<file path="config.mk">
export PLATFORM = sky130hd
export DESIGN_NAME = kop_isqrt
export DESIGN_NICKNAME = d
export VERILOG_FILES = /design/src/hdl/kop_isqrt.sv
export SDC_FILE = /design/constraint.sdc
export NUM_CORES = 1
export LEC_CHECK = 0
export BUFFER_PORTS_ARGS = -buffer_cell sky130_fd_sc_hd__buf_4
export CAP_MARGIN = 15
export CORE_ASPECT_RATIO = 0.5
export CORE_MARGIN = 3
export CORE_UTILIZATION = 40
export DETAILED_ROUTE_END_ITERATION = 10
export HOLD_SLACK_MARGIN = 0.15
export PLACE_DENSITY = 0.6
export SLEW_MARGIN = 20
export SYNTH_ARGS = -nofsm -noshare
export SYNTH_HDL_FRONTEND = slang
export SYNTH_SLANG_ARGS = --single-unit
</file>
<file path="constraint.sdc">
create_clock -name clk -period 12.35 [get_ports clk]
set_clock_uncertainty 0.2 [all_clocks]
set_input_delay 1.235 -clock clk [delete_from_list [all_inputs] [get_ports clk]]
set_output_delay 1.235 -clock clk [all_outputs]
set_load 0.01 [all_outputs]
</file>
<file path="src/hdl/kop_isqrt.sv">
`default_nettype none
// ---------------------------------------------------------------------------
// kop_isqrt
// Digit-by-digit floor square root of a 64-bit value, two bits a cycle.
// ---------------------------------------------------------------------------
module kop_isqrt (
    input  wire logic        clk,
    input  wire logic        rst_n,
    input  wire logic        start,
    input  wire logic [63:0] value,
    output logic             done,
    output logic [31:0]      root
);

    logic [63:0] v_reg, v_next, res_reg, res_next, bit_reg, bit_next;
    logic        busy_reg, busy_next, done_reg, done_next;
    logic [63:0] sum;

    always_comb
    begin
        sum       = res_reg + bit_reg;
        v_next    = v_reg;
        res_next  = res_reg;
        bit_next  = bit_reg;
        busy_next = busy_reg;
        done_next = 1'b0;
        if (start)
        begin
            v_next    = value;
            res_next  = '0;
            bit_next  = 64'h4000_0000_0000_0000;
            busy_next = 1'b1;
        end
        else if (busy_reg)
        begin
            if (v_reg >= sum)
            begin
                v_next   = v_reg - sum;
                res_next = (res_reg >> 1) + bit_reg;
            end
            else
            begin
                res_next = res_reg >> 1;
            end
            bit_next = bit_reg >> 2;
            if (bit_reg == 64'd1)
            begin
                busy_next = 1'b0;
                done_next = 1'b1;
            end
        end
    end

    always_ff @(posedge clk or negedge rst_n)
    begin
        if (!rst_n)
        begin
            busy_reg <= 1'b0;
            done_reg <= 1'b0;
        end
        else
        begin
            busy_reg <= busy_next;
            done_reg <= done_next;
        end
    end

    always_ff @(posedge clk)
    begin
        v_reg   <= v_next;
        res_reg <= res_next;
        bit_reg <= bit_next;
    end

    assign done = done_reg;
    assign root = res_reg[31:0];

endmodule
`default_nettype wire

</file>
==> results.md <==
- The instance count after placement with tap cells included is 2484.
- The number of buffer and inverter stages on the critical path is 1.
- Of all nets on the critical path, the largest fanout is 67.
- In the final routed layout, each cell accounts on average for approximately 19 um.
- After legalization and detailed placement, the total HPWL measured 35300 um.
- Walking the worst path, the cells encountered are ha_1 > ha_1 > a21oi_1 > o21ai_1 > a21o_1 > a31o_2 > a311oi_1 > nor4_1 > o221ai_1 > a21oi_1 > o21ai_0 > xor2_1 > ha_1 > nand2_1 > nor2_1 > nand3_1 > nor2_1 > nand3b_1 > a21o_1 > and2_4 > o21ai_4 > buf_4.
- The share of the synthesized area in compound gates (AO/OA/AOI/OAI) came to 0.267.
- A synthesized cell averages 7.82 um2.
- The power density of the placed cells is 215 mW/mm2.
- The cell occurring most often along the worst timing path is sky130_fd_sc_hd__ha_1.
- The clock drives about 160 sinks.
- The share of flip-flops with an asynchronous set or reset after synthesis is 0.0123.
- The CTS tree is done.
- Post-CTS repair changed the size of 0 cells.
- The internal portion of total power is 1.92 mW.
- The post-CTS setup repair buffer count is 0.
- The number of hold buffers added after CTS was 0.
- Of the total synthesized cell area, the portion taken by AND, OR, NAND and NOR gates is 0.205.
- Wires add up to 46700 um.
- Across the run, the number of max-cap violations was 0.
- For this run the aggregate overflow at the end of global routing stands at 0.
- The largest total area in the synthesized netlist belongs to sky130_fd_sc_hd__dfxtp_1.
- The number of nets with antenna violations after detailed routing is 0.
- The via count of the first global-routing pass is approximately 14000.
- At the pin with the least slew margin, the transition time is approximately 0.97 ns.
- The sequential cell area in the final layout is 0.00390 mm2.
- The weighted congestion reported at the end of routability-driven placement is 0.929.
- The floorplan has 50 rows.
- Once placement finished, the instance area stood at 0.0164 mm2.
- In the final layout, the share of cells above drive strength 1 is 0.0972.
- Counting I/O delays and the setup requirement, the final critical path takes 6.97 ns.
- The largest family of logic cells by synthesized area is compound AO/OA/AOI/OAI gates.
- The number of H-tree levels is 4.
- Setup repair after global routing left no endpoint under its margin.
- The share of synthesized area in the top cell type comes to 0.123.
- The first global-routing pass estimated 74200 um of wire.
- The share of total power dissipated in the clock network is 0.151.
- The growth of design area from synthesis to finish is 8.59%.
- Prior to clock tree synthesis, the placed netlist has a worst setup slack of 5.53 ns.
- The synthesized flop and latch total is 162.
- The tree is rooted in a sky130_fd_sc_hd__clkbuf_16.
- After clock tree synthesis, the clock-pin slew on the worst setup and hold paths is 0.07 ns.
- Yosys mapped a number of flops with a built-in enable equal to 64.
- The initial antenna violation count is 0.
- The initial core utilization is 0.412.
- The kind of end point of the critical path is a flip-flop.
- The count of boundary I/O pins is 100.
- The vertical die dimension is 146 um.
- The post-synthesis share of cell area spent on full adders, half adders and majority gates is 0.105.
- The multi-input combinational cells in the finished layout cover a total of roughly 0.011 mm2.
- The worst hold-check path type is flip-flop to flip-flop.
- The core footprint is 0.0379 mm2.
- The prevailing post-synth register cell is sky130_fd_sc_hd__dfxtp_1.
- The gate count of the mapped netlist is 1997.
- The total of warnings raised by yosys is 0.
- Of the total power, the share spent switching nets is 0.474.
- For the final routed database, the setup TNS stands at 0 ns.
- In this run, distinct cell masters in the synthesized netlist total 92.
- For this run, the total global-route usage over all layers was measured as 0.219.
- The count of pins over their slew limit is 0.
- The cell area that synthesis handed to floorplanning was 0.0156 mm2.
- Fill cells in the final layout number 3884.
- The initial DRC count is between 1000 and 1500.
- The final setup violation count is 0.
- The maximum buffer depth of the clock tree is 2.
- The combinational share of power is 0.599.
- The largest net degree at the start of global routing is 98.
- Of the total synthesized cell area, the portion taken by XOR and XNOR cells is 0.0841.
- The delay of the slowest cell on the worst path is ~0.77 ns.
- The analysis attributes to net switching a power of 1.73 mW.
- After layout, the worst setup slack is 5.38 ns.
- The fraction of the cycle the final worst path needs is 0.564.
- Of the synthesized area, sequential elements account for 0.249.
- The cell type group with the largest total delay on the critical path is compound AO/OA/AOI/OAI gates.
- In this run the horizontal extent of the chip is approximately 290 um.
- The critical path in this run is classified as flip-flop to flip-flop.
- The slowest stage of the critical path belongs to the cell sky130_fd_sc_hd__a311oi_1.
- The run finished with clean final reports.
- The count of buffers added on input and output ports is 99.
- The area of the die is 0.0416 mm2.
- After routing the design area is 0.0170 mm2.
- Sorting the synthesized cells by area gives the leading types as sky130_fd_sc_hd__dfxtp_1 (12%), sky130_fd_sc_hd__edfxtp_1 (12%), sky130_fd_sc_hd__ha_1 (10%).
- The net count reported at finish is 2181.
- The post-synthesis mux area share is 0.0318.
- The worst setup path is launched from a flip-flop.
- In this run the static leakage power is ~6.7 nW.
- Clock latency on the worst-skew pair, taken at its later pin, is between 0.4 and 0.5 ns.
- The total clock buffers created by CTS is 17.
- Once layout is complete, the utilization of the core stands at 0.447.
- Using the TritonRoute via totals, the vias-per-cell ratio works out to 5.77.
- The worst-case vdd ir drop is 0.0980 mV.
- The non-filler instance count after layout is 2517.
- STA puts the critical path data required time at 12.23 ns.
- The number of endpoints with negative hold slack in the final report is 0.
- The fraction of power consumed by sequential logic is 0.250.
- The post-synthesis net count is ~2200.
- Static timing analysis puts the maximum clock frequency at 144 MHz.
- The DRC violations left is 0.
- The worst pin sits at a relative slew slack of 0.355.
- The first detailed-routing pass ran for 5 iterations.
- The data arrival time at the worst-slack endpoint is about 7 ns.
- The total via count in the routed design is 14500.
[kinds of logic (layout without fill, tap and decap cells)]
kind of cell / after synthesis / in the layout
AOI/OAI and AO/OA: 636 / 636
xor gates and xnor gates: 150 / 150
adders and majority gates: 131 / 131
buffers and inverters: 182 / 181
DFF: 162 / 162
muxes: 49 / 49
other: 0 / 1
and+or+nand+nor: 687 / 687
[layout make-up]
class                      count  share of cell area
clock buffer                  22              0.0305
timing repair buffer         107              0.0476
inverter                      42             0.00930
multi-input combinational   1653               0.639
antenna                        1            0.000148
sequential                   162               0.230
clock inverter                10             0.00494
tap                          520              0.0384
[routing by layer]
layer,GRT usage,vias to the layer above,part of all wire
met5,0,-,0
met4,0.0483,0,0.013
met3,0.0261,32,0.039
met2,0.362,322,0.46
met1,0.307,6842,0.49
li1,-,7324,-
[synthesized netlist by cell type, types with 38 or more instances]
cell	number
sky130_fd_sc_hd__a31oi_1	56
sky130_fd_sc_hd__a21oi_1	143
sky130_fd_sc_hd__nand4_1	48
sky130_fd_sc_hd__xnor2_1	67
sky130_fd_sc_hd__mux2i_1	44
sky130_fd_sc_hd__edfxtp_1	64
sky130_fd_sc_hd__inv_1	40
sky130_fd_sc_hd__nor2_1	191
sky130_fd_sc_hd__nand3_1	38
sky130_fd_sc_hd__ha_1	130
sky130_fd_sc_hd__a21o_1	43
sky130_fd_sc_hd__nand2_1	244
sky130_fd_sc_hd__clkbuf_1	77
sky130_fd_sc_hd__xor2_1	83
sky130_fd_sc_hd__o21ai_0	170
sky130_fd_sc_hd__dfxtp_1	96
[worst min-delay path, stage by stage (launching register included)]
cell and delay (ns):
sky130_fd_sc_hd__dfxtp_1 0.33, sky130_fd_sc_hd__nor2_1 0.09, sky130_fd_sc_hd__a311oi_1 0.05
[placed cells by master, fill, tap and decap left out, drive strengths merged, types with 38 or more instances in the layout]
| cell | instances |
|---|---|
| nand2 | 245 |
| inv | 45 |
| buf | 107 |
| ha | 130 |
| a31oi | 58 |
| a21o | 44 |
| nand3 | 38 |
| o21ai | 175 |
| a21oi | 143 |
| nor2 | 192 |
| xnor2 | 67 |
| dfxtp | 96 |
| xor2 | 83 |
| edfxtp | 64 |
| nand4 | 48 |
| mux2i | 44 |
[through the flow]
stage	power, mW	hold WS (ns)
floorplan	2.59	0.278
global placement	3.08	0.303
detailed placement	3.08	0.310
finish	3.65	0.320
CTS	3.65	0.322
global route	3.96	0.334
[worst paths after layout]
kind                            startpoint         end  slack (ns)  cells after the start
worst max-delay path            res_reg[0]    v_reg[4]        5.38                     22
worst min-delay path            res_reg[0]  res_reg[0]        0.32                      2
worst max register to register  res_reg[0]    v_reg[4]        5.38                     22
worst min register to register  res_reg[0]  res_reg[0]        0.32                      2
max in group asynchronous            rst_n    busy_reg       11.51                      1
min in group asynchronous            rst_n        done        0.35                      1
[power by group through the flow]
stage | Clock (mW) | Combinational (mW) | Sequential, mW
global route | 0.586 | 2.45 | 0.930
global placement | 0 | 2.15 | 0.923
floorplan | 0 | 1.73 | 0.860
finish | 0.552 | 2.19 | 0.912
CTS | 0.565 | 2.17 | 0.912
detailed placement | 0 | 2.15 | 0.922
Note: power is estimated with default switching activity, not from simulation.
