## src/hdl/kop_divider.sv

```systemverilog
`default_nettype none
// ---------------------------------------------------------------------------
// kop_divider
// Restoring divider for the Newton step, num * 2^30 / den, one bit a cycle.
// ---------------------------------------------------------------------------
module kop_divider (
    input  wire logic               clk,
    input  wire logic               rst_n,
    input  wire logic               start,
    input  wire logic signed [33:0] num,
    input  wire logic signed [33:0] den,
    output logic                    done,
    output logic signed [63:0]      quot,
    output logic [62:0]             quot_mag
);

    logic [62:0] n_reg, n_next;
    logic [33:0] r_reg, r_next, d_reg, d_next;
    logic [5:0]  cnt_reg, cnt_next;
    logic        neg_reg, neg_next, busy_reg, busy_next, done_reg, done_next;
    logic [33:0] num_mag, den_mag;
    logic [34:0] r_sh, diff;
    logic        ge;

    always_comb
    begin
        num_mag = num[33] ? 34'(-num) : 34'(num);
        den_mag = den[33] ? 34'(-den) : 34'(den);
        r_sh    = {r_reg, n_reg[62]};
        diff    = r_sh - {1'b0, d_reg};
        ge      = r_sh >= {1'b0, d_reg};

        n_next    = n_reg;
        r_next    = r_reg;
        d_next    = d_reg;
        cnt_next  = cnt_reg;
        neg_next  = neg_reg;
        busy_next = busy_reg;
        done_next = 1'b0;
        if (start)
        begin
            n_next    = {num_mag[32:0], 30'b0};
            r_next    = '0;
            d_next    = den_mag;
            neg_next  = num[33] ^ den[33];
            cnt_next  = '0;
            busy_next = 1'b1;
        end
        else if (busy_reg)
        begin
            r_next   = ge ? diff[33:0] : r_sh[33:0];
            n_next   = {n_reg[61:0], ge};
            cnt_next = cnt_reg + 1'b1;
            if (cnt_reg == 6'd62)
            begin
                busy_next = 1'b0;
                done_next = 1'b1;
            end
        end
    end

    always_ff @(posedge clk or negedge rst_n)
    begin
        if (!rst_n)
        begin
            busy_reg <= 1'b0;
            done_reg <= 1'b0;
            cnt_reg  <= '0;
        end
        else
        begin
            busy_reg <= busy_next;
            done_reg <= done_next;
            cnt_reg  <= cnt_next;
        end
    end

    always_ff @(posedge clk)
    begin
        n_reg   <= n_next;
        r_reg   <= r_next;
        d_reg   <= d_next;
        neg_reg <= neg_next;
    end

    assign done     = done_reg;
    assign quot_mag = n_reg;
    assign quot     = neg_reg ? -$signed({1'b0, n_reg}) : $signed({1'b0, n_reg});

endmodule
`default_nettype wire

```

## config.mk

```make
export PLATFORM = sky130hd
export DESIGN_NAME = kop_divider
export DESIGN_NICKNAME = d
export VERILOG_FILES = /design/src/hdl/kop_divider.sv
export SDC_FILE = /design/constraint.sdc
export NUM_CORES = 1
export LEC_CHECK = 0
export BUFFER_PORTS_ARGS = -buffer_cell sky130_fd_sc_hd__buf_2
export CORE_MARGIN = 8
export CORE_UTILIZATION = 61
export DETAILED_ROUTE_END_ITERATION = 16
export PLACE_DENSITY = 0.95
export RECOVER_POWER = 50
export SLEW_MARGIN = 20
export SYNTH_ARGS = -nofsm -noshare
export SYNTH_HDL_FRONTEND = slang
export SYNTH_SLANG_ARGS = --single-unit
```

## constraint.sdc

```tcl
create_clock -name clk -period 6.35 [get_ports clk]
set_input_delay 0.9525 -clock clk [delete_from_list [all_inputs] [get_ports clk]]
set_output_delay 0.9525 -clock clk [all_outputs]
set_load 0.01 [all_outputs]
```

==> flow_results.org <==
** Status
- The flow ran to the end, but the final reports show violations.
- Failing checks :: capacitance limit, slew limit

** Min path
- The tightest min-delay check is of the input port to asynchronous set/reset pin type.

** Cells and area
- The multi-input combinational cells in the finished layout cover a total of 5930 sq um.
- Ant diodes :: 0
- Layout fillers :: 1,177
- Non-filler instance count after layout :: 1,512
- Fin nets :: around 1,400
- In the final layout, the share of cells above drive strength 1 is 0.140.
- Area growth syn-to-layout :: 16.4%
- The register with the most flip-flops in the layout has 63 of them.
- For this run, the share of the core covered by cells in the final layout is 0.725.
- In the final layout, flip-flops and latches occupy 3530 sq um.

** GRT
- Global route total overflow :: 0
- The initial antenna violation count is 1.
- The first global-routing pass estimated between 40 and 50 mm of wire.
- The number of global-route vias before repair was around 9,000.
- Maximum number of pins on one net before global-route repair :: slightly below 90
- In the global route stage, overall resource usage came out at 0.269.

** Logic synthesis
- In this run the cell area of the synthesized design comes to 9890 sq um.
- Among all cell types in the netlist, the one instantiated most often is sky130_fd_sc_hd__xnor2_1.
- Synthesis produced a netlist with a net count of 1,231.
- The commonest cells after synthesis are sky130_fd_sc_hd__xnor2_1, sky130_fd_sc_hd__nand2_1, sky130_fd_sc_hd__nor2_1, sky130_fd_sc_hd__edfxtp_1, sky130_fd_sc_hd__o21ai_0.
- Of all cell types, the one taking the most synthesized area is sky130_fd_sc_hd__edfxtp_1.
- Synth unique cells :: 61
- #FFs+latches synth :: 140
- The share of synthesized area in the top cell type comes to 0.206.
- Counting flops with an async set or reset pin after synthesis yields a share of 0.0571.
- Fraction of the yosys area taken by sequential cells :: 0.356
- Most instantiated flip-flop cell in the synthesis netlist :: sky130_fd_sc_hd__edfxtp_1
- Synthesis produced about 1,100 cells.
- Average cell area after synthesis :: roughly 8.8 sq um
- Top cells by area, synth :: sky130_fd_sc_hd__edfxtp_1, sky130_fd_sc_hd__dfxtp_1, sky130_fd_sc_hd__xnor2_1, sky130_fd_sc_hd__ha_1, sky130_fd_sc_hd__nand2_1
- Counting flops with a built-in enable in the synthesized netlist gives 68.
- For this run, the number of Yosys warnings is 0.

** Pwr
- Of the total power, registers draw 0.307.
- Of the total power, the share spent switching nets is 0.394.
- Internal Pwr Total :: about 2.5 mW
- PnR Total Power :: 4.09 mW
- Of the total power, the clock network draws 0.254.
- Of the total power, combinational logic draws 0.439.
- Net switching component of the power :: 1.61 mW
- Power per unit of standard cell area :: about 360 nW/um^2
- VDD sags by at most 0.221 mV.
- The analysis attributes to cell leakage a power of slightly below 5 nW.

** Routing
- Wire per inst :: 18.7 um
- Via count normalized by instance count :: 6.29
- Once detail routing completed, the nets flagged for antenna violations numbered 0.
- In this run, the number of DRC markers left after iteration 0 of detailed routing was 977.
- In the routed design, unresolved DRC markers number 0.
- After detailed routing, the total wire length is 28.2 mm.
- The first TritonRoute pass finished after 5 iterations.
- Via Count :: 9,513

** Timing
- Slew at the pin closest to its max-slew limit :: 3500 ps
- Max Clock Skew :: 8.23 ps
- Final critical delay including setup and external delays :: 5060 ps
- Endpoints failing hold :: 0
- In the finished design, the share of the clock period the worst path needs comes to 0.796.
- Top achievable clock speed :: around 200 MHz
- The final-report max-slew violation count came to around 110.
- RSZ-0062 raised after global routing :: no
- Setup TNS :: 0 ps
- Tightest slew margin relative to the limit :: -1.33
- Setup violations remaining at the end of the flow were counted as 0.

** Clock network
- Number of buffers on the longest clock path :: 2
- Hold repair after CTS inserted 0 buffers.
- In this run the number of H-tree levels came out at 4.
- The later pin in the worst-skew pair is clocked with a latency of around 430 ps.
- Total of cells resized after clock tree synthesis :: 0
- The tree is rooted in a sky130_fd_sc_hd__clkbuf_16.
- Clock Sinks :: between 100 and 150
- Clock-pin slew was measured on the worst setup and hold paths at 60 ps.
- TritonCTS built the clock tree.
- Num CTS Buffers :: 17
- Postcts setup bufs :: 0

** Worst setup path
- Data on the critical path arrives at its endpoint at 4100 ps.
- Count of buffering cells on the critical path with inverters included :: 1
- The critical path is of the flip-flop to output port type.
- The worst setup path is captured at an output port.
- Crit path launch type :: flip-flop
- FF-to-FF setup slack :: between 2000 and 2500 ps
- Most frequent cell on the critical path :: sky130_fd_sc_hd__or4_4
- The signal on the critical path passes through or4_4 -> or3_1 -> or4_4 -> or4_4 -> or4_4 -> or2_4 -> o31ai_4 -> xnor2_1 -> buf_2.
- Data on the critical path is required at its endpoint by around 5400 ps.
- Maximum fanout along the worst path :: 8
- Crit-path max cell delay :: 570 ps
- Crit-path leading delay family :: simple AND/OR/NAND/NOR gates
- The largest individual stage delay along the critical path comes from the cell sky130_fd_sc_hd__or4_4.

** Placement
- Instance count after placement with tap cells included :: 1,480
- Placer Congestion :: 0.956
- Count of buffers inserted at the top-level ports :: just under 200
- Once detailed placement completed, the half-perimeter wirelength came to 20.4 mm.

** Floorplanning
- Die Height :: 143 um
- Area of the core :: 15,900 sq um
- Die W :: around 140 um
- Io pins :: 199
- The initialized floorplan defines 46 standard-cell rows.
- DIE AREA :: 20,500 sq um
- The initial utilization of the core area, before any placement, comes to 0.623.

** Job
- The tool flagged a number of max-cap violations equal to 2.
## power groups by stage
stage	clock network (mW)	logic (mW)	registers (mW)
after floorplan	0	1.28	1.23
after global placement	0	1.72	1.25
after detailed placement	0	1.76	1.26
after CTS	1.04	1.78	1.24
after global routing	1.09	1.96	1.27
final	1.04	1.80	1.25
## area by class of cell
| cell class | count | area share |
|---|---|---|
| multi-input combinational | 863 | 0.515 |
| clock buffer | 25 | 0.0482 |
| tap | 216 | 0.0235 |
| timing repair buffer | 205 | 0.0826 |
| clock inverter | 7 | 0.00609 |
| inverter | 56 | 0.0183 |
| sequential | 140 | 0.306 |
## cell families after synthesis
family	synth area share
flip-flops	0.356
AO/OA/AOI/OAI	0.210
multiplexers	0.0314
AND/OR/NAND/NOR	0.170
XOR/XNOR	0.136
buffers and inverters	0.0448
adder cells (fa/ha/maj)	0.0514
## path summary, 6_finish.rpt
check / startpoint / endpoint / depth (start not counted)
setup / recovery: quot_mag[14] / quot[54] / 9
hold / removal: rst_n / cnt_reg[0] / 1
setup reg to reg: quot_mag[62] / r_reg[29] / 10
hold reg to reg: r_reg[30] / r_reg[30] / 2
max in group asynchronous: rst_n / busy_reg / 1
min in group clk: r_reg[30] / r_reg[30] / 2
## per-layer routing
metal  global-route usage  share of wire
met3               0.0531           0.10
met1                0.319           0.39
met5                    0              0
met4                0.113          0.030
met2                0.467           0.48
## through the flow
| step | hold WS [ps] | setup slack, ps | cell area (sq um) |
|---|---|---|---|
| 5_1_grt | 464 | 800 | 11500 |
| 3_3_place_gp | 480 | 1810 | 11000 |
| 6_report | 442 | 1290 | 11500 |
| 4_1_cts | 351 | 1300 | 11600 |
| 3_5_place_dp | 480 | 1760 | 11000 |
| 2_1_floorplan | 445 | 2000 | 9890 |
## cells in the final DEF (no fill, tap or decap), types with 13 or more instances in the layout
cell,netlist,final
sky130_fd_sc_hd__a311oi_1,17,17
sky130_fd_sc_hd__clkbuf_16,0,21
sky130_fd_sc_hd__a21o_1,19,19
sky130_fd_sc_hd__nor3_1,14,14
sky130_fd_sc_hd__mux2i_1,31,31
sky130_fd_sc_hd__or3_1,29,29
sky130_fd_sc_hd__edfxtp_1,68,68
sky130_fd_sc_hd__buf_2,0,129
sky130_fd_sc_hd__nand3_1,13,13
sky130_fd_sc_hd__xnor2_1,141,141
sky130_fd_sc_hd__inv_1,56,56
sky130_fd_sc_hd__xor2_1,13,13
sky130_fd_sc_hd__clkbuf_1,60,72
sky130_fd_sc_hd__nor2_1,80,80
sky130_fd_sc_hd__o41ai_1,17,17
sky130_fd_sc_hd__a21oi_1,45,45
sky130_fd_sc_hd__a22o_1,32,32
sky130_fd_sc_hd__nand2_1,115,115
sky130_fd_sc_hd__or4_1,28,28
sky130_fd_sc_hd__o21ai_0,68,68
sky130_fd_sc_hd__ha_1,39,39
sky130_fd_sc_hd__o31ai_1,41,41
sky130_fd_sc_hd__dfxtp_1,64,64
Note: power is estimated with default switching activity, not from simulation.
