File: src/hdl/kop_pkg.sv
`default_nettype none
// ---------------------------------------------------------------------------
// kop_pkg
// Shared constants, types and tables for the orbital position core.
// ---------------------------------------------------------------------------
package kop_pkg;

    localparam int MAX_NEWTON_STEPS = 16;
    localparam int TRIG_ITERATIONS  = 32;
    localparam int NEWTON_W         = $clog2(MAX_NEWTON_STEPS + 1);
    localparam int TRIG_W           = $clog2(TRIG_ITERATIONS + 1);
    localparam int CW               = 34;

    localparam logic signed [CW-1:0] INV_GAIN_Q30 = 34'sd652032874;
    localparam logic signed [CW-1:0] QUARTER_TURN = 34'sd1073741824;
    localparam logic [29:0]          RAD_TO_LSB   = 30'd683565276;
    localparam logic [15:0]          TOL_RESET    = 16'd684;
    localparam logic signed [63:0]   POS_MAX      = 64'sd281474976710655;
    localparam logic signed [63:0]   POS_MIN      = -64'sd281474976710656;

    typedef struct packed {
        logic signed [63:0] a;
        logic signed [63:0] b;
        logic               sh_long;
    } ms_req_t;

    function automatic logic [31:0] atan_lsb(input logic [TRIG_W-1:0] idx);
        logic [31:0] v;
        case (idx)
            0:  v = 32'd536870912;
            1:  v = 32'd316933406;
            2:  v = 32'd167458907;
            3:  v = 32'd85004756;
            4:  v = 32'd42667331;
            5:  v = 32'd21354465;
            6:  v = 32'd10679838;
            7:  v = 32'd5340245;
            8:  v = 32'd2670163;
            9:  v = 32'd1335087;
            10: v = 32'd667544;
            11: v = 32'd333772;
            12: v = 32'd166886;
            13: v = 32'd83443;
            14: v = 32'd41722;
            15: v = 32'd20861;
            16: v = 32'd10430;
            17: v = 32'd5215;
            18: v = 32'd2608;
            19: v = 32'd1304;
            20: v = 32'd652;
            21: v = 32'd326;
            22: v = 32'd163;
            23: v = 32'd81;
            24: v = 32'd41;
            25: v = 32'd20;
            26: v = 32'd10;
            27: v = 32'd5;
            28: v = 32'd3;
            29: v = 32'd1;
            30: v = 32'd1;
            default: v = 32'd0;
        endcase
        return v;
    endfunction

    function automatic logic [48:0] sat49(input logic signed [63:0] v);
        logic [48:0] r;
        if (v > POS_MAX)
        begin
            r = POS_MAX[48:0];
        end
        else if (v < POS_MIN)
        begin
            r = POS_MIN[48:0];
        end
        else
        begin
            r = v[48:0];
        end
        return r;
    endfunction

endpackage
`default_nettype wire

File: src/hdl/kop_mulshift.sv
`default_nettype none
// ---------------------------------------------------------------------------
// kop_mulshift
// 64 by 64 bit scaled product from four 32 by 32 bit partial products,
// rounded half away from zero and capped at 2^62 in magnitude.
// ---------------------------------------------------------------------------
module kop_mulshift (
    input  wire logic             clk,
    input  wire logic             rst_n,
    input  wire logic             start,
    input  wire kop_pkg::ms_req_t req,
    output logic                  busy,
    output logic                  done,
    output logic signed [63:0]    result
);

    logic [63:0]        ua_reg, ua_next, ub_reg, ub_next;
    logic [127:0]       acc_reg, acc_next;
    logic [2:0]         cnt_reg, cnt_next;
    logic               neg_reg, neg_next, long_reg, long_next;
    logic               busy_reg, busy_next, done_reg, done_next;
    logic signed [63:0] res_reg, res_next;
    logic [31:0]        ai, bj;
    logic [63:0]        pp, mag, mag_cap;
    logic [127:0]       pp_sh, acc2;
    logic               over;

    always_comb
    begin
        ai      = cnt_reg[1] ? ua_reg[63:32] : ua_reg[31:0];
        bj      = cnt_reg[0] ? ub_reg[63:32] : ub_reg[31:0];
        pp      = ai * bj;
        pp_sh   = {64'b0, pp} << {cnt_reg[1] & cnt_reg[0], cnt_reg[1] ^ cnt_reg[0], 5'b0};
        acc2    = acc_reg + (long_reg ? (128'd1 << 60) : (128'd1 << 29));
        over    = long_reg ? (|acc2[127:123]) : (|acc2[127:92]);
        mag     = long_reg ? acc2[124:61] : acc2[93:30];
        mag_cap = over ? 64'h4000_0000_0000_0000 : mag;

        ua_next   = ua_reg;
        ub_next   = ub_reg;
        acc_next  = acc_reg;
        cnt_next  = cnt_reg;
        neg_next  = neg_reg;
        long_next = long_reg;
        busy_next = busy_reg;
        done_next = 1'b0;
        res_next  = res_reg;
        if (start)
        begin
            ua_next   = req.a[63] ? 64'(-req.a) : 64'(req.a);
            ub_next   = req.b[63] ? 64'(-req.b) : 64'(req.b);
            neg_next  = req.a[63] ^ req.b[63];
            long_next = req.sh_long;
            acc_next  = '0;
            cnt_next  = '0;
            busy_next = 1'b1;
        end
        else if (busy_reg)
        begin
            cnt_next = cnt_reg + 1'b1;
            if (cnt_reg[2])
            begin
                busy_next = 1'b0;
                done_next = 1'b1;
                res_next  = neg_reg ? -$signed(mag_cap) : $signed(mag_cap);
            end
            else
            begin
                acc_next = acc_reg + pp_sh;
            end
        end
    end

    always_ff @(posedge clk or negedge rst_n)
    begin
        if (!rst_n)
        begin
            busy_reg <= 1'b0;
            done_reg <= 1'b0;
            cnt_reg  <= '0;
        end
        else
        begin
            busy_reg <= busy_next;
            done_reg <= done_next;
            cnt_reg  <= cnt_next;
        end
    end

    always_ff @(posedge clk)
    begin
        ua_reg   <= ua_next;
        ub_reg   <= ub_next;
        acc_reg  <= acc_next;
        neg_reg  <= neg_next;
        long_reg <= long_next;
        res_reg  <= res_next;
    end

    assign busy   = busy_reg;
    assign done   = done_reg;
    assign result = res_reg;

endmodule
`default_nettype wire

File: config.mk
export PLATFORM = sky130hd
export DESIGN_NAME = kop_mulshift
export DESIGN_NICKNAME = d
export VERILOG_FILES = /design/src/hdl/kop_pkg.sv /design/src/hdl/kop_mulshift.sv
export SDC_FILE = /design/constraint.sdc
export NUM_CORES = 2
export LEC_CHECK = 0
export BUFFER_PORTS_ARGS = -buffer_cell sky130_fd_sc_hd__buf_2
export CAP_MARGIN = 20
export CORE_UTILIZATION = 30
export CTS_BUF_LIST = sky130_fd_sc_hd__clkbuf_8
export CTS_CLUSTER_DIAMETER = 50
export CTS_CLUSTER_SIZE = 28
export DETAILED_ROUTE_END_ITERATION = 10
export PLACE_DENSITY = 0.48
export SYNTH_ARGS = -nofsm -noshare
export SYNTH_HDL_FRONTEND = slang
export SYNTH_SLANG_ARGS = --single-unit
File: constraint.sdc
create_clock -name clk -period 11.09 [get_ports clk]
set_clock_uncertainty 0.2 [all_clocks]
set_input_delay 2.218 -clock clk [delete_from_list [all_inputs] [get_ports clk]]
set_output_delay 2.218 -clock clk [all_outputs]
set_load 0.05 [all_outputs]
==> impl_metrics.json <==
{
  "cpMostUsedCell": "fa_1",
  "wl_met2_mm": 118.9,
  "chipWidth_microns": 452.0,
  "dr.max_layer_used": "met4",
  "rr_endpoint": "acc_reg[126]",
  "timing.rr.start": "cnt_reg[0]",
  "path_class": "reg -> reg",
  "drt_iter0_markers": 4275,
  "grt_pass1_vias": 59010,
  "dieArea_sq_um": 204300,
  "min_period_ps": 11940,
  "netlist_instances": 7275,
  "ys_seq_area_share_pct": 14.02,
  "grt_max_degree": 85,
  "root_buffer": "clkbuf_8",
  "multi_input_area_sq_um": 50670,
  "place.gp.congestion": 0.9542,
  "wl_met1_mm": 112.1,
  "dieHeight_microns": 452.0,
  "cap_violations": 0,
  "fillCellCount": 20247,
  "hold_viol_final": 0,
  "dp_hpwl_mm": 215.5,
  "wl_met3_mm": 15.44,
  "regArea_sq_um": 8521,
  "clk_pin_slew_worst_paths_ps": 80,
  "rsz0062_at_grt": "true",
  "whs_path_depth": 2,
  "ys_ff_latch": 327,
  "yosys-top-cells-count": "inv_1, nor2_1, fa_1, nand2_1, ha_1",
  "ios": 198,
  "maxClockFrequency_mhz": 83.77,
  "hold_buffers": 0,
  "end_kind": "register",
  "worst_slack_ps": -847.7,
  "synth.top_cell.area_share_pct": 29.56,
  "wl_per_cell_microns": 22.82,
  "worst_pin_slew_ps": 1039,
  "portBuffers": 197,
  "fin_nets": 10021,
  "cp_max_fo": 5,
  "slew_viol_final": 0,
  "largest_reg_flops": 128,
  "ff2ff_path_depth": 51,
  "ys_warn_count": 0,
  "clk_path_buf_depth": 3,
  "outcome": "finished with violations",
  "grt_pass1_wl_mm": 378.4,
  "cpPeakStageDelay_ps": 590,
  "yosysTopAreaCell": "fa_1",
  "synth_flop_cell": "edfxtp_1",
  "grt_usage_pct": 24.72,
  "synth_enable_flop_cells": 194,
  "hp-start": "acc_reg[12]",
  "cts_buffers": 55,
  "cp_num_buf_inv": 14,
  "r2r_setup_slack_ps": -850,
  "viasPerCell": 5.102,
  "clock-sinks": 327,
  "area_growth_pct": 34.00,
  "syn_nets": 8700,
  "antenna_found_initial": 2,
  "holdWs_ps": 256.1,
  "min_period_over_period_pct": 107.6,
  "setup_viol": 65,
  "fp-row-count": 164,
  "async_reset_ff_share_pct": 1.529,
  "clk-insertion-delay-late_ps": 860,
  "vias": 57659,
  "yosysMostFrequentCell": "inv_1",
  "hp-class": "reg -> reg",
  "htree_levels": 2,
  "overflow": 0,
  "routed_wl_mm": 257.9,
  "relSlewSlack_pct": 28.91,
  "cts_tree": "yes",
  "antenna_left": 0,
  "synth_area_per_cell_sq_um": 8.349,
  "netlist_area_sq_um": 60740,
  "required_ps": 11650,
  "violations": "setup timing",
  "core_area_sq_um": 200500,
  "crit_family": "adder cells",
  "detail_route.first_pass.iterations": 6,
  "dpl_worst_slack_ps": -2009,
  "start_util_pct": 30.30,
  "drc": 0,
  "cp-start-kind": "register",
  "min_to": "acc_reg[12]",
  "synth_area_leaders": "fa_1, edfxtp_1, ha_1",
  "worstPathArrival_ps": 12500,
  "layout-drive-gt1-share_pct": 28.41,
  "critPathSlowestCell": "fa_2",
  "synthDistinctLibCells": 82
}
==> routing by layer <==
| metal | GRT usage (%) | vias up |
|---|---|---|
| li1 | - | 26589 |
| met1 | 32.99 | 28796 |
| met2 | 40.66 | 1895 |
| met3 | 3.434 | 379 |
| met4 | 8.914 | 0 |
| met5 | 0 | - |
==> worst max path at each step <==
stage          startpoint           end  slack [ps]  cells past startpoint
6_report       cnt_reg[0]  acc_reg[126]        -850                     51
5_1_grt        cnt_reg[0]  acc_reg[126]       -1190                     51
4_1_cts        cnt_reg[0]  acc_reg[126]        -910                     47
3_5_place_dp   cnt_reg[0]  acc_reg[127]       -2010                     46
3_3_place_gp   cnt_reg[1]  acc_reg[127]       -1900                     50
2_1_floorplan  cnt_reg[1]  acc_reg[126]         -10                     45
==> cells by family after synthesis <==
kind of cell,Yosys count,synth area share [%]
mux,154,2.680
compound gates,1175,12.45
xor+xnor,404,5.826
simple gates,2549,18.81
flops,327,14.02
fa+ha+maj,1293,37.72
buf+inv,1373,8.497
==> through the flow <==
stage               utilization (%)  cell area (sq um)  TNS [ps]  std cells
CTS                           39.02              78230    -29600      11206
finish                        40.60              81390    -24110      11301
global route                  40.60              81390    -48870      11301
global placement              37.10              74370    -82620      11009
floorplan                         -              61260    -13.99       7275
detailed placement            37.10              74380    -89250      11010
==> timing repair <==
| action | in CTS | in global routing |
|---|---|---|
| gates resized for setup | 341 | 557 |
| endpoints found under the setup margin | 94 | 94 |
| buffers inserted | 88 | 106 |
| cloned | 6 | 5 |
| pin swaps | 103 | 296 |
==> worst reg2reg max path, delay by kind of cell (launching register included) <==
| kind | cells | cell delay, ps |
|---|---|---|
| buffers and inverters | 14 | 1520 |
| XOR/XNOR | 2 | 280 |
| adder cells (fa/ha/maj) | 10 | 4630 |
| AND/OR/NAND/NOR | 9 | 1160 |
| flip-flops | 1 | 520 |
| AO/OA/AOI/OAI | 14 | 3080 |
| multiplexers | 2 | 500 |
==> final cells by class <==
cell class                 count  share of cell area (%)
inverter                    1005                   4.635
multi-input combinational   5575                   62.26
sequential                   327                   10.47
clock inverter                48                  0.8117
antenna                        3                0.009224
tap                         2656                   4.083
clock buffer                  55                  0.9301
timing repair buffer        1632                   16.80
==> cell usage in the layout, fill, tap and decap left out, types with 128 or more instances in the layout <==
master	Yosys	layout
buf_4	0	1204
inv_1	1004	953
nand2_1	890	866
fa_1	897	857
nor2_1	898	810
ha_1	396	349
a21oi_1	347	270
xnor2_1	282	257
buf_2	0	196
edfxtp_1	194	194
o21ai_0	220	169
dfxtp_1	128	128
Power is left out: the tool's default activity adds up to more than one toggle a clock period on the data nets, which glitch-free logic cannot reach.
