`config.mk`:
```
export PLATFORM = sky130hd
export DESIGN_NAME = kop_cordic
export DESIGN_NICKNAME = d
export VERILOG_FILES = /design/src/hdl/kop_pkg.sv /design/src/hdl/kop_cordic.sv
export SDC_FILE = /design/constraint.sdc
export NUM_CORES = 1
export LEC_CHECK = 0
export BUFFER_PORTS_ARGS = -buffer_cell sky130_fd_sc_hd__buf_2
export CAP_MARGIN = 10
export CORE_MARGIN = 5
export CORE_UTILIZATION = 35
export CTS_BUF_LIST = sky130_fd_sc_hd__clkbuf_4 sky130_fd_sc_hd__clkbuf_8
export DETAILED_ROUTE_END_ITERATION = 10
export PLACE_DENSITY = 0.47
export SLEW_MARGIN = 40
export SYNTH_ARGS = -nofsm -noshare
export SYNTH_HDL_FRONTEND = slang
export SYNTH_SLANG_ARGS = --single-unit
```
`constraint.sdc`:
```
create_clock -name clk -period 12.3 [get_ports clk]
set_clock_uncertainty 0.15 [all_clocks]
set_input_delay 0.615 -clock clk [delete_from_list [all_inputs] [get_ports clk]]
set_output_delay 0.615 -clock clk [all_outputs]
set_load 0.03 [all_outputs]
```
`src/hdl/kop_pkg.sv`:
```
`default_nettype none
// ---------------------------------------------------------------------------
// kop_pkg
// Shared constants, types and tables for the orbital position core.
// ---------------------------------------------------------------------------
package kop_pkg;

    localparam int MAX_NEWTON_STEPS = 16;
    localparam int TRIG_ITERATIONS  = 32;
    localparam int NEWTON_W         = $clog2(MAX_NEWTON_STEPS + 1);
    localparam int TRIG_W           = $clog2(TRIG_ITERATIONS + 1);
    localparam int CW               = 34;

    localparam logic signed [CW-1:0] INV_GAIN_Q30 = 34'sd652032874;
    localparam logic signed [CW-1:0] QUARTER_TURN = 34'sd1073741824;
    localparam logic [29:0]          RAD_TO_LSB   = 30'd683565276;
    localparam logic [15:0]          TOL_RESET    = 16'd684;
    localparam logic signed [63:0]   POS_MAX      = 64'sd281474976710655;
    localparam logic signed [63:0]   POS_MIN      = -64'sd281474976710656;

    typedef struct packed {
        logic signed [63:0] a;
        logic signed [63:0] b;
        logic               sh_long;
    } ms_req_t;

    function automatic logic [31:0] atan_lsb(input logic [TRIG_W-1:0] idx);
        logic [31:0] v;
        case (idx)
            0:  v = 32'd536870912;
            1:  v = 32'd316933406;
            2:  v = 32'd167458907;
            3:  v = 32'd85004756;
            4:  v = 32'd42667331;
            5:  v = 32'd21354465;
            6:  v = 32'd10679838;
            7:  v = 32'd5340245;
            8:  v = 32'd2670163;
            9:  v = 32'd1335087;
            10: v = 32'd667544;
            11: v = 32'd333772;
            12: v = 32'd166886;
            13: v = 32'd83443;
            14: v = 32'd41722;
            15: v = 32'd20861;
            16: v = 32'd10430;
            17: v = 32'd5215;
            18: v = 32'd2608;
            19: v = 32'd1304;
            20: v = 32'd652;
            21: v = 32'd326;
            22: v = 32'd163;
            23: v = 32'd81;
            24: v = 32'd41;
            25: v = 32'd20;
            26: v = 32'd10;
            27: v = 32'd5;
            28: v = 32'd3;
            29: v = 32'd1;
            30: v = 32'd1;
            default: v = 32'd0;
        endcase
        return v;
    endfunction

    function automatic logic [48:0] sat49(input logic signed [63:0] v);
        logic [48:0] r;
        if (v > POS_MAX)
        begin
            r = POS_MAX[48:0];
        end
        else if (v < POS_MIN)
        begin
            r = POS_MIN[48:0];
        end
        else
        begin
            r = v[48:0];
        end
        return r;
    endfunction

endpackage
`default_nettype wire

```
`src/hdl/kop_cordic.sv`:
```
`default_nettype none
// ---------------------------------------------------------------------------
// kop_cordic
// Iterative rotation-mode CORDIC giving Q30 cosine and sine of a binary angle.
// ---------------------------------------------------------------------------
module kop_cordic (
    input  wire logic                          clk,
    input  wire logic                          rst_n,
    input  wire logic                          start,
    input  wire logic [31:0]                   angle,
    output logic                               busy,
    output logic                               done,
    output logic signed [kop_pkg::CW-1:0]      cos_val,
    output logic signed [kop_pkg::CW-1:0]      sin_val
);

    logic signed [kop_pkg::CW-1:0] x_reg, x_next, y_reg, y_next, z_reg, z_next;
    logic signed [kop_pkg::CW-1:0] cos_reg, cos_next, sin_reg, sin_next;
    logic [kop_pkg::TRIG_W-1:0]    cnt_reg, cnt_next;
    logic                          flip_reg, flip_next;
    logic                          busy_reg, busy_next, done_reg, done_next;
    logic signed [kop_pkg::CW-1:0] z0, dx, dy, at, x_upd, y_upd, z_upd;
    logic [31:0]                   ang_red;
    logic                          wide;

    always_comb
    begin
        z0      = {{(kop_pkg::CW-32){angle[31]}}, angle};
        wide    = (z0 > kop_pkg::QUARTER_TURN) || (z0 < -kop_pkg::QUARTER_TURN);
        ang_red = wide ? angle + 32'h8000_0000 : angle;
        dx      = y_reg >>> cnt_reg;
        dy      = x_reg >>> cnt_reg;
        at      = $signed({{(kop_pkg::CW-32){1'b0}}, kop_pkg::atan_lsb(cnt_reg)});
        if (!z_reg[kop_pkg::CW-1])
        begin
            x_upd = x_reg - dx;
            y_upd = y_reg + dy;
            z_upd = z_reg - at;
        end
        else
        begin
            x_upd = x_reg + dx;
            y_upd = y_reg - dy;
            z_upd = z_reg + at;
        end

        x_next    = x_reg;
        y_next    = y_reg;
        z_next    = z_reg;
        cnt_next  = cnt_reg;
        flip_next = flip_reg;
        busy_next = busy_reg;
        done_next = 1'b0;
        cos_next  = cos_reg;
        sin_next  = sin_reg;
        if (start)
        begin
            x_next    = kop_pkg::INV_GAIN_Q30;
            y_next    = '0;
            z_next    = {{(kop_pkg::CW-32){ang_red[31]}}, ang_red};
            flip_next = wide;
            cnt_next  = '0;
            busy_next = 1'b1;
        end
        else if (busy_reg)
        begin
            x_next   = x_upd;
            y_next   = y_upd;
            z_next   = z_upd;
            cnt_next = cnt_reg + 1'b1;
            if (cnt_reg == kop_pkg::TRIG_W'(kop_pkg::TRIG_ITERATIONS - 1))
            begin
                busy_next = 1'b0;
                done_next = 1'b1;
                cos_next  = flip_reg ? -x_upd : x_upd;
                sin_next  = flip_reg ? -y_upd : y_upd;
            end
        end
    end

    always_ff @(posedge clk or negedge rst_n)
    begin
        if (!rst_n)
        begin
            busy_reg <= 1'b0;
            done_reg <= 1'b0;
            cnt_reg  <= '0;
        end
        else
        begin
            busy_reg <= busy_next;
            done_reg <= done_next;
            cnt_reg  <= cnt_next;
        end
    end

    always_ff @(posedge clk)
    begin
        x_reg    <= x_next;
        y_reg    <= y_next;
        z_reg    <= z_next;
        flip_reg <= flip_next;
        cos_reg  <= cos_next;
        sin_reg  <= sin_next;
    end

    assign busy    = busy_reg;
    assign done    = done_reg;
    assign cos_val = cos_reg;
    assign sin_val = sin_reg;

endmodule
`default_nettype wire

```
==> metrics.csv, run 1 <==
metric;value;unit
max-slew-margin-rel;0.468;
rows;88;
dominantRegCellSynth;edfxtp_1;
core-area;0.0577;sq mm
grt_pass1_wl;111000;microns
finalSetupTns;0;ns
area_growth;7.16;%
clk_latency;0.58;ns
synth_area_leaders;edfxtp_1 15%, mux4_2 7.1%, ha_1 6.9%;
status;finished clean;
cp_top_family;compound AO/OA/AOI/OAI gates;
crit_required;12.46;ns
muxShareOfSynthArea;0.144;
clkTransAtPathRegs;0.11;ns
antenna_found_initial;1;
drtIter0Drc;1839;
synth.distinct_cells;109;
syn-mean-instance-area;8.58;sq um
ys_ff_latch;179;
yosysSeqAreaShare;0.228;
stdcell_area;0.0219;sq mm
die_h;252;microns
path_max_fanout;39;
rsz0062_at_grt;false;
min_period_over_period;0.697;
synth_edf_count;103;
first_pass_iters;6;
placed_area;0.0213;sq mm
ctsResizeCount;0;
critPathKind;reg2reg;
tritoncts;done;
clockRootBuffer;clkbuf_8;
yosys.area_share.simple;0.180;
nets;2539;
grt_max_degree;76;
synth-xor-area-share;0.101;
cts_made_buffers;17;
hold_end;z_reg[4]$_DFFE_PP_;
synthCells;2380;
route.detailed.drc;0;
drive_gt1_frac;0.128;
dieWidth;252;microns
vias;18900;
hold_buffers;1;
async_reset_ff_frac;0.0447;
synthAdderAreaFrac;0.0716;
fin_crit;8.58;ns
viasPerCell;5.98;
synth_most_common_cell;nor2_1;
arrival;8.74;ns
slowest_delay;0.79;ns
overflow;0;
r2r.worst_path.cells;23;
max_freq;117;MHz
path_cells;buf_12 > buf_4 > mux4_1 > a22oi_1 > o221ai_1 > a2111oi_2 > and3_1 > and3_1 > and3_1 > nor2_1 > xor2_1 > ha_1 > and2_1 > a21o_1 > a221o_1 > a21oi_1 > o21ai_0 > xnor2_1 > o211ai_1 > nor3_1 > or3b_1 > o41ai_1 > xnor2_1;
gp_congestion;0.978;
worst-path-buf-inv;2;
ant_nets;0;
slowest_stage;dfrtp_4;
initial_core_util;0.354;
setup_viol;0;
ctsLongestPathBuffers;2;
start_kind;register;
die_area;0.0633;sq mm
synth_top_area_cell;edfxtp_1;
syn_nets;2530;
synth_commonest_cells;226 x nor2_1, 199 x nand2_1, 183 x a21oi_1, 155 x xnor2_1, 152 x o21ai_0;
fin_ws;3.72;ns
wl;72900;microns
grt_pass1_vias;18200;
worstReg2RegEnd;sin_val[32]$_DFFE_PP_;
synth_warnings;0;
drv_cap;0;
cts_max_level;4;
wl_per_cell;23.0;microns
startpoint;cnt_reg[0]$_DFFE_PN0P_;
cpMostUsedCell;and3_1;
hold_violations;0;
synth_area;0.0204;sq mm
synth_compound_area_frac;0.224;
slew_viol_final;0;
synth_top_cell_area_share;0.151;
grtUsageTotal;0.223;
tightest_slew;0.798;ns
clock-sinks;179;
rrSetupSlack;3.72;ns
dp_hpwl;54900;microns
ios;105;
cp-end-kind;register;
preCtsSetupSlack;3.29;ns
whs_path_depth;3;
hold_class;in2reg;
min-delay-start;angle[4];
post_cts_buffers;0;
synth_top_family_by_area;compound AO/OA/AOI/OAI gates;
crit-reg2reg-launch;cnt_reg[0]$_DFFE_PN0P_;
port_buffers;104;
==> final cells by class <==
| class | count | area, sq um |
|---|---|---|
| diodes | 2 | 5.00 |
| clock buffers | 18 | 241 |
| clock inverters | 14 | 225 |
| fillers | 5940 | 35800 |
| inverters | 59 | 221 |
| multi-input cells | 1996 | 14800 |
| flip-flops and latches | 179 | 4670 |
| well taps | 765 | 957 |
| repair buffers | 136 | 792 |
==> how the worst max path moves through the flow <==
| stage | end | slack, ns | depth (start not counted) |
|---|---|---|---|
| after CTS | cos_val[28]$_DFFE_PP_ | 3.21 | 22 |
| after floorplan | cos_val[0]$_DFFE_PP_ | 5.40 | 7 |
| final | sin_val[32]$_DFFE_PP_ | 3.72 | 23 |
| after detailed placement | cos_val[28]$_DFFE_PP_ | 3.29 | 22 |
| after global routing | sin_val[32]$_DFFE_PP_ | 3.14 | 23 |
| after global placement | cos_val[28]$_DFFE_PP_ | 3.47 | 22 |
==> cells by family (layout without fill, tap and decap cells) <==
family,after synthesis,after routing
simple gates,750,750
compound gates,698,698
xor+xnor,236,236
buf+inv,205,227
mux,197,197
flops,179,179
fa+ha+maj,115,115
other cells,0,2
==> through the flow <==
step           hold slack (ns)  cells  utilization
4_1_cts                  0.106   3165        0.378
2_1_floorplan            0.169   2380            -
3_3_place_gp             0.338   3131        0.369
5_1_grt                  0.141   3168        0.379
6_report                 0.170   3169        0.379
3_5_place_dp             0.340   3132        0.370
==> metal layers <==
metal / up-vias / GRT usage / wire length (microns)
met5: - / 0 / 0
met4: 0 / 0.0858 / 2620
met3: 123 / 0.0345 / 4340
met2: 714 / 0.358 / 33600
met1: 9145 / 0.304 / 32400
li1: 8966 / - / -
==> cell usage in the layout, fill, tap and decap left out, types with 19 or more instances in the layout <==
| master | count |
|---|---|
| nor2_1 | 224 |
| nand2_1 | 199 |
| a21oi_1 | 183 |
| xnor2_1 | 155 |
| o21ai_0 | 152 |
| ha_1 | 112 |
| mux2i_1 | 107 |
| buf_2 | 104 |
| edfxtp_1 | 103 |
| xor2_1 | 81 |
| dfxtp_1 | 67 |
| mux4_2 | 64 |
| inv_1 | 55 |
| a21o_1 | 48 |
| nand3_1 | 45 |
| nor3_1 | 40 |
| a211oi_1 | 38 |
| a31oi_1 | 37 |
| nand2b_1 | 34 |
| and3_1 | 33 |
| nor2b_1 | 29 |
| buf_4 | 28 |
| o21a_1 | 26 |
| o21bai_1 | 26 |
| nor4_1 | 24 |
| o31ai_1 | 23 |
| o22ai_1 | 20 |
| and2_1 | 19 |
==> worst register-to-register path, cell delays in order, from the launching register on <==
cell and delay [ns]:
dfrtp_4 0.79, buf_12 0.29, buf_4 0.48, mux4_1 0.67, a22oi_1 0.21, o221ai_1 0.34
a2111oi_2 0.60, and3_1 0.27, and3_1 0.20, and3_1 0.34, nor2_1 0.09, xor2_1 0.17
ha_1 0.38, and2_1 0.22, a21o_1 0.23, a221o_1 0.34, a21oi_1 0.42, o21ai_0 0.32
xnor2_1 0.29, o211ai_1 0.17, nor3_1 0.35, or3b_1 0.47, o41ai_1 0.43, xnor2_1 0.12
Power of run 1 is not shown: default switching activity piles up to over one toggle a cycle in this logic, so the estimate is an artifact.
==> inputs of run 2 (changes only) <==
- ABC_AREA: not set -> 1
- clock period: 12.3 -> 7.9 ns (I/O delays scaled with it)
==> run 2 against run 1 <==
Against the previous run: die area rose by 6.5%; global-route usage is 3.6 points higher; sequential cell count did not move; sequential share of layout area shrank 1.7 points; fmax grew 25%; register-to-register slack worse by 2.7 ns; hold slack got worse by 0.10 ns; final cell count rose by 44%; utilization up 0.53 points; highest routed layer unchanged; count of clock-buffer cells in the layout is the same; area after synthesis increased by 6.7%.
==> metrics.csv, run 2 <==
metric;value;unit;change
critPathKind;reg2reg;;unchanged
initial_core_util;0.353;;was 0.354
cpMostUsedCell;nand2_1;;was and3_1
die_h;260;microns;was 252 microns
grt_max_degree;76;;unchanged
synth.distinct_cells;68;;was 109
start_kind;register;;unchanged
grt_pass1_wl;135000;microns;was 111000 microns
grt_pass1_vias;22600;;was 18200
post_cts_buffers;0;;unchanged
crit-reg2reg-launch;cnt_reg[2]$_DFFE_PN0P_;;was cnt_reg[0]$_DFFE_PN0P_
slowest_delay;0.67;ns;was 0.79 ns
hold_class;in2async;;was in2reg
rrSetupSlack;1.03;ns;was 3.72 ns
syn-mean-instance-area;5.97;sq um;was 8.58 sq um
rsz0062_at_grt;false;;unchanged
slew_viol_final;0;;unchanged
synth_area_leaders;nand2_1 20%, edfxtp_1 14%, nand3_1 11%;;was edfxtp_1 15%, mux4_2 7.1%, ha_1 6.9%
worstReg2RegEnd;cos_val[30]$_DFFE_PP_;;was sin_val[32]$_DFFE_PP_
antenna_found_initial;3;;was 1
synth_edf_count;103;;unchanged
viasPerCell;5.22;;was 5.98
clock-sinks;179;;unchanged
first_pass_iters;6;;unchanged
dp_hpwl;72000;microns;was 54900 microns
finalSetupTns;0;ns;unchanged
area_growth;8.88;%;was 7.16%
vias;23900;;was 18900
cp-end-kind;register;;unchanged
worst-path-buf-inv;7;;was 2
tritoncts;done;;unchanged
max-slew-margin-rel;0.429;;was 0.468
clk_latency;0.59;ns;was 0.58 ns
clkTransAtPathRegs;0.12;ns;was 0.11 ns
synth_top_area_cell;nand2_1;;was edfxtp_1
die_area;0.0674;sq mm;was 0.0633 sq mm
dieWidth;260;microns;was 252 microns
drv_cap;0;;unchanged
cp_top_family;simple AND/OR/NAND/NOR gates;;was compound AO/OA/AOI/OAI gates
synth_warnings;0;;unchanged
overflow;0;;unchanged
synth_area;0.0218;sq mm;was 0.0204 sq mm
status;finished clean;;unchanged
r2r.worst_path.cells;32;;was 23
route.detailed.drc;0;;unchanged
final_common_cell;nand2_1;;was nor2_1
syn_nets;3800;;was 2530
hold_violations;0;;unchanged
core-area;0.0617;sq mm;was 0.0577 sq mm
layout_common_cells;1151 x nand2_1, 488 x nand3_1, 443 x inv_1;;was 224 x nor2_1, 199 x nand2_1, 183 x a21oi_1
ant_nets;0;;unchanged
ctsLongestPathBuffers;2;;unchanged
wl;89200;microns;was 72900 microns
ys_ff_latch;179;;unchanged
crit_required;8.09;ns;was 12.46 ns
gp_congestion;0.959;;was 0.978
async_reset_ff_frac;0.0447;;unchanged
cts_max_level;4;;unchanged
cts_made_buffers;17;;unchanged
yosysSeqAreaShare;0.214;;was 0.228
ios;105;;unchanged
min_period_over_period;0.870;;was 0.697
rows;91;;was 88
synth_top_cell_area_share;0.198;;was 0.151
drtIter0Drc;2204;;was 1839
dominantRegCellSynth;edfxtp_1;;unchanged
clockRootBuffer;clkbuf_8;;unchanged
final_core_util;0.385;;was 0.379
tightest_slew;0.847;ns;was 0.798 ns
arrival;7.06;ns;was 8.74 ns
synthCells;3650;;was 2380
max_freq;146;MHz;was 117 MHz
synth_commonest_cells;1151 x nand2_1, 488 x nand3_1, 447 x inv_1, 336 x nor2_1, 158 x a21oi_1;;was 226 x nor2_1, 199 x nand2_1, 183 x a21oi_1, 155 x xnor2_1, 152 x o21ai_0
nets;3866;;was 2539
fin_crit;6.87;ns;was 8.58 ns
setup_viol;0;;unchanged
drive_gt1_frac;0.0778;;was 0.128
synth_most_common_cell;nand2_1;;was nor2_1
wl_per_cell;19.5;microns;was 23.0 microns
grtUsageTotal;0.259;;was 0.223
port_buffers;104;;unchanged
path_max_fanout;56;;was 39
slowest_stage;xor2_1;;was dfrtp_4
path_depth;32;;was 23
==> run 2: final cells by class <==
class,count,area [sq um]
fill,7081,38000
tap,837,1050
antenna,2,5.00
clock inverter,14,143
clock buffer,18,241
sequential,179,4660
timing repair buffer,165,1080
multi-input combinational,2889,14800
inverter,464,1750
==> run 2: what timing repair did <==
item / 4_1_cts / 5_1_grt
hold buffers: 31 / 0
hold endpoints to repair: 38 / 0
resized for setup: 0 / 0
==> run 2: worst max path at each step <==
| stage | start | endpoint | slack [ns] |
|---|---|---|---|
| finish | cnt_reg[2]$_DFFE_PN0P_ | cos_val[30]$_DFFE_PP_ | 1.03 |
| CTS | cnt_reg[2]$_DFFE_PN0P_ | cos_val[30]$_DFFE_PP_ | 1.21 |
| floorplan | busy$_DFF_PN0_ | cos_val[0]$_DFFE_PP_ | 1.09 |
| global placement | cnt_reg[2]$_DFFE_PN0P_ | cos_val[30]$_DFFE_PP_ | 1.22 |
| detailed placement | cnt_reg[2]$_DFFE_PN0P_ | cos_val[30]$_DFFE_PP_ | 1.24 |
| global route | cnt_reg[2]$_DFFE_PN0P_ | cos_val[33]$_DFFE_PP_ | 0.50 |
==> run 2: logic make-up after synthesis <==
family,after synthesis,synth area share
DFF,179,0.214
adders and majority gates,115,0.0670
buffers and inverters,582,0.109
xor gates and xnor gates,171,0.0699
AOI/OAI and AO/OA,441,0.115
and+or+nand+nor,2162,0.426
==> run 2: routing by layer <==
| layer | track usage | up-vias | part of all wire |
|---|---|---|---|
| met5 | 0 | - | 0 |
| met4 | 0.0885 | 0 | 0.034 |
| met3 | 0.0345 | 96 | 0.056 |
| met2 | 0.416 | 752 | 0.45 |
| met1 | 0.359 | 10900 | 0.46 |
| li1 | - | 12100 | - |
==> run 2: stage by stage <==
stage	hold slack (ns)	setup slack (ns)	std cells	area, sq um
floorplan	-0.0506	1.09	3650	21800
global placement	0.115	1.22	4502	23000
detailed placement	0.116	1.24	4502	23000
CTS	0.0215	1.21	4565	23700
global route	0.0585	0.496	4567	23700
finish	0.0673	1.03	4568	23700
Power of run 2 is left out for the same reason.
